$ cat config.mk
export PLATFORM = sky130hd
export DESIGN_NAME = tia_stage
export DESIGN_NICKNAME = d
export VERILOG_FILES = /design/src/rtl/core/typed_integer_alu_macros.svh /design/src/rtl/core/tia_pkg.sv /design/src/rtl/core/tia_stage.sv
export SDC_FILE = /design/constraint.sdc
export NUM_CORES = 2
export LEC_CHECK = 0
export BUFFER_PORTS_ARGS = -buffer_cell sky130_fd_sc_hd__buf_4
export CAP_MARGIN = 10
export CORE_MARGIN = 8
export CORE_UTILIZATION = 25
export CTS_CLUSTER_SIZE = 8
export DETAILED_ROUTE_END_ITERATION = 12
export PLACE_DENSITY = 0.38
export SETUP_SLACK_MARGIN = 0.4
export SLEW_MARGIN = 20
export SYNTH_ARGS = -nofsm -noshare
export SYNTH_HDL_FRONTEND = slang
export SYNTH_SLANG_ARGS = --single-unit
$ cat constraint.sdc
create_clock -name clk -period 2.3 [get_ports clk]
set_clock_uncertainty 0.2 [all_clocks]
set_input_delay 0.345 -clock clk [delete_from_list [all_inputs] [get_ports clk]]
set_output_delay 0.345 -clock clk [all_outputs]
set_load 0.1 [all_outputs]
$ cat src/rtl/core/typed_integer_alu_macros.svh
// Assertion macros used by the typed integer ALU RTL.
`ifndef TYPED_INTEGER_ALU_MACROS_SVH
`define TYPED_INTEGER_ALU_MACROS_SVH

// Same-cycle implication, checked at every rising clock edge outside reset.
`define TIA_ASSERT_NOW(label, clk, rst_n, ante, cons) \
	label: assert property (@(posedge clk) disable iff (!rst_n) (ante) |-> (cons)) \
		else $error("typed_integer_alu: assertion failed");

// Next-cycle implication.
`define TIA_ASSERT_NEXT(label, clk, rst_n, ante, cons) \
	label: assert property (@(posedge clk) disable iff (!rst_n) (ante) |=> (cons)) \
		else $error("typed_integer_alu: assertion failed");

`endif

$ cat src/rtl/core/tia_pkg.sv
// Opcodes, control struct and default widths for the typed integer ALU.
`timescale 1ns / 1ps

package tia_pkg;

	localparam int WIDE_BITS_DEF   = 32;
	localparam int NARROW_BITS_DEF = 8;
	localparam int OPERAND_BITS    = 32;

	typedef enum logic [3:0] {
		OP_ADD = 4'd0,
		OP_SUB = 4'd1,
		OP_MUL = 4'd2,
		OP_DIV = 4'd3,
		OP_MOD = 4'd4,
		OP_POW = 4'd5,
		OP_GT  = 4'd6,
		OP_LT  = 4'd7,
		OP_EQ  = 4'd8,
		OP_NEQ = 4'd9,
		OP_LEQ = 4'd10,
		OP_GEQ = 4'd11
	} opcode_t;

	// Per-item control that rides along the divide/power stages.
	typedef struct packed {
		logic [3:0] op;
		logic       narrow;
		logic       div_err;   // zero divisor
		logic       q_neg;     // quotient sign
		logic       r_neg;     // remainder sign
		logic       p_neg;     // power result sign
		logic       p_spec;    // power answered without iteration
	} ctl_t;

endpackage

$ cat src/rtl/core/tia_stage.sv
// One pipeline stage: a restoring divide step and, in early stages, a power step.
`timescale 1ns / 1ps

module tia_stage #(
	parameter int DW  = 32,
	parameter int LOG = 5,
	parameter int IDX = 0
) (
	input  logic              clk,
	input  logic              arst_n,
	input  logic              en,
	input  logic              valid_i,
	input  tia_pkg::ctl_t     ctl_i,
	input  logic [DW-1:0]     fixed_i,
	input  logic [DW-1:0]     rem_i,
	input  logic [DW-1:0]     quo_i,
	input  logic [DW-1:0]     dvs_i,
	input  logic [DW-1:0]     acc_i,
	input  logic [DW-1:0]     base_i,
	input  logic [DW-1:0]     lim_i,
	input  logic [LOG-1:0]    exp_i,
	input  logic              ovf_i,
	input  logic              bovf_i,
	output logic              valid_o,
	output tia_pkg::ctl_t     ctl_o,
	output logic [DW-1:0]     fixed_o,
	output logic [DW-1:0]     rem_o,
	output logic [DW-1:0]     quo_o,
	output logic [DW-1:0]     dvs_o,
	output logic [DW-1:0]     acc_o,
	output logic [DW-1:0]     base_o,
	output logic [DW-1:0]     lim_o,
	output logic [LOG-1:0]    exp_o,
	output logic              ovf_o,
	output logic              bovf_o
);

	logic [DW:0]   rem_sh;
	logic [DW:0]   rem_sub;
	logic [DW-1:0] rem_n;
	logic [DW-1:0] quo_n;
	logic [DW-1:0] acc_n;
	logic [DW-1:0] base_n;
	logic          ovf_n;
	logic          bovf_n;

	// Shift in the next dividend bit, subtract when the divisor fits.
	always_comb begin
		rem_sh  = {rem_i, quo_i[DW-1]};
		rem_sub = rem_sh - {1'b0, dvs_i};
		quo_n   = {quo_i[DW-2:0], 1'b0};
		rem_n   = rem_sh[DW-1:0];
		if (rem_sh >= {1'b0, dvs_i}) begin
			rem_n    = rem_sub[DW-1:0];
			quo_n[0] = 1'b1;
		end
	end

	generate
		if (IDX < LOG) begin : g_pow
			logic [2*DW-1:0] prod_acc;
			logic [2*DW-1:0] prod_base;

			// Square-and-multiply on one exponent bit, saturating against the limit.
			always_comb begin
				prod_acc  = acc_i * base_i;
				prod_base = base_i * base_i;
				acc_n     = acc_i;
				ovf_n     = ovf_i;
				base_n    = base_i;
				bovf_n    = bovf_i;
				if (exp_i[IDX] && !ovf_i) begin
					if (bovf_i || prod_acc > {{DW{1'b0}}, lim_i})
						ovf_n = 1'b1;
					else
						acc_n = prod_acc[DW-1:0];
				end
				if (!bovf_i) begin
					if (prod_base > {{DW{1'b0}}, lim_i})
						bovf_n = 1'b1;
					else
						base_n = prod_base[DW-1:0];
				end
			end
		end else begin : g_hold
			always_comb begin
				acc_n  = acc_i;
				base_n = base_i;
				ovf_n  = ovf_i;
				bovf_n = bovf_i;
			end
		end
	endgenerate

	always_ff @(posedge clk or negedge arst_n) begin
		if (!arst_n) begin
			valid_o <= 1'b0;
		end else if (en) begin
			valid_o <= valid_i;
		end
	end

	always_ff @(posedge clk) begin
		if (en) begin
			ctl_o   <= ctl_i;
			fixed_o <= fixed_i;
			rem_o   <= rem_n;
			quo_o   <= quo_n;
			dvs_o   <= dvs_i;
			acc_o   <= acc_n;
			base_o  <= base_n;
			lim_o   <= lim_i;
			exp_o   <= exp_i;
			ovf_o   <= ovf_n;
			bovf_o  <= bovf_n;
		end
	end

endmodule
Word level (Yosys, flattened, before mapping)
Cells that the tools add are included.
- multipliers: 2
- mux-type cells: 9
- add/sub/neg operators: 1
- order comparisons: 3
- reduce and logical (&&, ||, !) cells: 3
- operators by type and width (kind ; number):
    $mux 32 ; 5
    $gt 64x32->1 ; 2
    $mul 32x32->64 ; 2
    $ge 33x32->1 ; 1
    $sub 32x32->32 ; 1
    $mux 1 ; 4
    $logic_and 1x1->1 ; 1
    $logic_not 1->1 ; 1
    $logic_or 1x1->1 ; 1
- logic and storage cells: 36
- bits in registers: 242
- output and inout port bits: 242
- bits of input ports: 245

Depth between registers and ports, before layout
- depth in word-level cells: 5
- depth in mapped cells: 42
- depth with buffers taken out: 39

Least setup slack after synthesis
OpenSTA, ideal clock, no wires.
- kind: input port to flip-flop
- start point: input base_i[14]
- end point: register base_o[10] (data pin)
- buffers on the path: 3
- setup slack: -8.462 ns
- arrival time: 10.302 ns
- stages: 37
- setup time: 0.260 ns
- required time: 1.840 ns
- cell sequence: clkbuf_1 -> clkbuf_1 -> nand2_1 -> fa_1 -> inv_1 -> fa_1 -> inv_1 -> fa_1 -> fa_1 -> inv_1 -> fa_1 -> inv_1 -> fa_1 -> inv_1 -> fa_1 -> fa_1 -> ha_1 -> a21oi_1 -> o21ai_0 -> a221oi_1 -> nand3_1 -> a21oi_1 -> o21ai_0 -> xor2_1 -> ha_1 -> nand4_1 -> or3_1 -> or4_1 -> a221o_1 -> or4_1 -> nor4_1 -> o2111ai_1 -> nor4_1 -> nand4_1 -> nor4b_4 -> buf_6 -> mux2_2
- word-level cells in the longest chain between the ends: 4
- RTL lines (item ; RTL line ; source):
    from (decl) ; tia_stage.sv:19 ; input logic [DW-1:0] base_i,
    $mul 32x32->64 ; tia_stage.sv:67 ; prod_base = base_i * base_i;
    $gt 64x32->1 ; tia_stage.sv:79 ; if (prod_base > {{DW{1'b0}}, lim_i})
    $mux 32 ; tia_stage.sv:79 ;
    $mux 32 ; tia_stage.sv:78 ; if (!bovf_i) begin
    via base_n[10] ; tia_stage.sv:43 ; logic [DW-1:0] base_n;
    to (signal assigned) ; tia_stage.sv:111 ; base_o <= base_n;
    to (decl) ; tia_stage.sv:31 ; output logic [DW-1:0] base_o,
The timed path passes the listed nets, and every way through them passes these cells.
A chain may end at the register's enable or synchronous reset.

Worst setup path in the final report
- start point: input base_i[4]
- end point: register acc_o[7] (data pin)
- word-level cells in the longest chain between the ends: 5
- RTL lines (item ; RTL line ; source):
    $mul 32x32->64 * ; tia_stage.sv:66 ; prod_acc = acc_i * base_i;
    $gt 64x32->1 ; tia_stage.sv:73 ; if (bovf_i || prod_acc > {{DW{1'b0}}, lim_i})
    $logic_or 1x1->1 ; tia_stage.sv:73 ;
    $mux 32 * ; tia_stage.sv:73 ;
    $mux 32 * ; tia_stage.sv:72 ; if (exp_i[IDX] && !ovf_i) begin
    via acc_n[7] ; tia_stage.sv:42 ; logic [DW-1:0] acc_n;
    to (signal assigned) ; tia_stage.sv:110 ; acc_o <= acc_n;
    to (decl) ; tia_stage.sv:30 ; output logic [DW-1:0] acc_o,
The timed path passes the listed nets; every way through them passes the cells marked *.

==> metrics <==
Hold Slack 0.06033 ns; synth warn 0; setup_tns -545.27 ns; Syn Inst Count a little under 8000; Worst Path Required 2.44 ns; Tcrit/Tclk final 444.2%; Max-Cap Viols 0; CTS root buf clkbuf_16; clk sinks 242; DRC errors left 0; top cells by area, synth fa_1, ha_1, edfxtp_1; critical path's most frequent cell fa_1; DRT iter0 DRCs 2597; sequential share of the synthesized area 9.777%; initial antenna violation count 20; Tmin final 10.22 ns; WL/cell around 21 um; CTS buffer count 36; syn nets between 10000 and 15000; DR vias/cell 4.336; Total Wirelength 283.3 mm; clk slew on worst S/H paths ~0.05 ns; asr flop ratio synth less than 1%; Worst slew margin approximately two fifths; setup violators final 98; Slew @ Worst Pin 0.9233 ns; Setup CP Type in -> reg; Post-synth EDFFs 241; antenna viol nets, final 0; setup ws final -7.916 ns; Worst-Skew Late Latency 0.57 ns; Core Area 296300 sq um; largest area contributor in the netlist fa_1; All-Layer GR Usage 17.91%; total gr overflow 0; endpoint class of the critical path flip-flop; first-pass GRT wire length approximately 430 mm; IO Port Bufs 486; worst hold path class in -> reg; Syn Std Cell Area 74270 sq um; area share of the largest cell type after synthesis 45.96%; height of the die 561.1 um; I/O pins 487; area grow syn2layout 32.35%; share of layout cells above drive strength 1 24.32%; failing checks negative setup slack; Fillers 30930; RSZ-0062 raised after global routing true; Die W between 500 and 600 um; largest net degree at the start of global routing 40; end-of-flow core utilization about 33%; Slew Viols, Final 0; Detail Placement HPWL 246.9 mm; Cell Rows 200; Synth Register Bits between 200 and 250; CTS max path bufs 3; Mean Syn Cell Area 9.555 sq um; drt pass-1 iters 7; via count about 60000; H-tree depth 2; crit path DAT between 10 and 15 ns; Primary FF master, synth edfxtp_1; Starting Density approximately a quarter; vias in the first global route roughly 67000; CTS tree built; placed insts 13260; Worst setup SP type primary input; GPL Wtd Cong 0.8681; Distinct cells, synth 85; Hold Fails Final Rpt 0; fin nets 12170; Max Fclk about 98 MHz; outcome finished with violations; Post-Layout Cell Count ~14000; die area 314800 sq um; Worst Path Max Fanout 6; CP max stage cell fa_1; Largest stage delay, worst path roughly 0.55 ns
[cells in the mapped netlist, drive strengths merged (6+ instances only)]
cell / number
a31oi: 11
xor2: 42
o21a: 33
buf: 18
fa: 1705
nand4: 69
and2: 667
edfxtp: 241
o22ai: 7
nor2: 192
nand2b: 20
o31ai: 9
o211ai: 16
ha: 626
o21ai: 121
nand2: 969
nor4: 17
a211o: 8
a2111oi: 13
mux2i: 9
mux2: 94
clkinv: 7
and4: 7
and3: 9
xnor2: 90
a211oi: 30
or3: 18
o2111ai: 9
a21o: 59
a21oi: 227
o21bai: 20
nor3: 34
clkbuf: 367
nand3: 43
inv: 1860
a21boi: 11
nor2b: 18
or4: 6
[per-stage QoR]
| step | area [sq um] | setup slack, ns |
|---|---|---|
| after floorplan | 75160 | -7.865 |
| after global placement | 93290 | -9.798 |
| after detailed placement | 93300 | -8.973 |
| after CTS | 96760 | -7.957 |
| after global routing | 98270 | -8.250 |
| final | 98300 | -7.916 |
[state kept, by name, summed over array words and instances, names as in the netlist]
register and count:
acc_o 32, base_o 32, dvs_o 32, fixed_o 32, lim_o 32, quo_o 32
rem_o 32, ctl_o 10, exp_o 5, bovf_o 1, ovf_o 1, valid_o 1
[logic make-up (layout without fill, tap and decap cells)]
| family | Yosys count | in the layout | share of synthesized area [%] |
|---|---|---|---|
| simple gates | 2087 | 2087 | 13.67 |
| flops | 242 | 242 | 9.777 |
| fa+ha+maj | 2331 | 2331 | 56.50 |
| buf+inv | 2252 | 4085 | 11.46 |
| xor+xnor | 132 | 132 | 1.557 |
| compound gates | 626 | 626 | 5.349 |
| mux | 103 | 103 | 1.693 |
| other cells | 0 | 11 | 0 |
[layout make-up]
class	count	area [sq um]	area share [%]
multi-input cells	5279	59890	60.93
repair buffers	2168	18130	18.45
flip-flops and latches	242	7262	7.388
inverters	1867	7062	7.184
well taps	3939	4928	5.014
clock buffers	45	934.6	0.9508
clock inverters	5	52.55	0.05346
diodes	11	27.53	0.02800
[final timing paths]
| kind | start | endpoint | slack (ns) | depth (start not counted) |
|---|---|---|---|---|
| max in group asynchronous | arst_n | valid_o | 1.39 | 3 |
| min in group asynchronous | arst_n | valid_o | 0.41 | 3 |
| setup / recovery | base_i[4] | acc_o[7] | -7.92 | 42 |
| hold reg to reg | valid_o | valid_o | 0.34 | 1 |
| hold / removal | quo_i[31] | rem_o[0] | 0.06 | 4 |
| setup reg to reg | valid_o | valid_o | 1.34 | 1 |
[layout by cell type, fill, tap and decap left out, types with 10 or more instances in the layout]
master / count
xor2_1: 39
inv_1: 1841
and2_1: 657
a31oi_1: 10
nor2b_1: 16
nor2_1: 179
a211oi_1: 24
nand3_1: 41
nand2_1: 956
buf_8: 15
a21oi_1: 193
inv_2: 13
o211ai_1: 16
nor3_1: 28
or3_1: 15
nor4_1: 13
xnor2_1: 87
o21ai_0: 95
a21oi_2: 31
ha_1: 594
diode_2: 11
nand4_1: 69
buf_12: 76
dlygate4sd3_1: 179
nand2b_1: 18
mux2_4: 87
ha_4: 30
o21a_1: 30
fa_1: 1697
o21bai_1: 19
a21o_1: 59
buf_4: 1852
edfxtp_1: 241
clkbuf_16: 44
buf_6: 34
o21ai_1: 17
[routing by layer]
layer	up-vias	global-route usage, %	routed length (um)
met5	-	0	0
met4	0	2.527	4864
met3	177	1.819	12040
met2	1180	31.42	137900
met1	30390	24.42	128500
li1	27030	-	-
[critical path: cells and delay by family]
kind | cells | cell delay (ns)
XOR/XNOR | 1 | 0.12
AND/OR/NAND/NOR | 11 | 2.42
multiplexers | 1 | 0.30
AO/OA/AOI/OAI | 5 | 0.71
adder cells (fa/ha/maj) | 10 | 4.62
buffers and inverters | 14 | 1.77
[repair_timing]
item	in CTS	in global routing
pin swaps	14	95
hold endpoints to repair	202	2
endpoints found under the setup margin	130	122
resized for setup	127	222
gates cloned	2	9
setup buffers	5	43
hold buffers	179	1
Power is not shown: default switching activity piles up to over one toggle a cycle in this logic, so the estimate is an artifact.
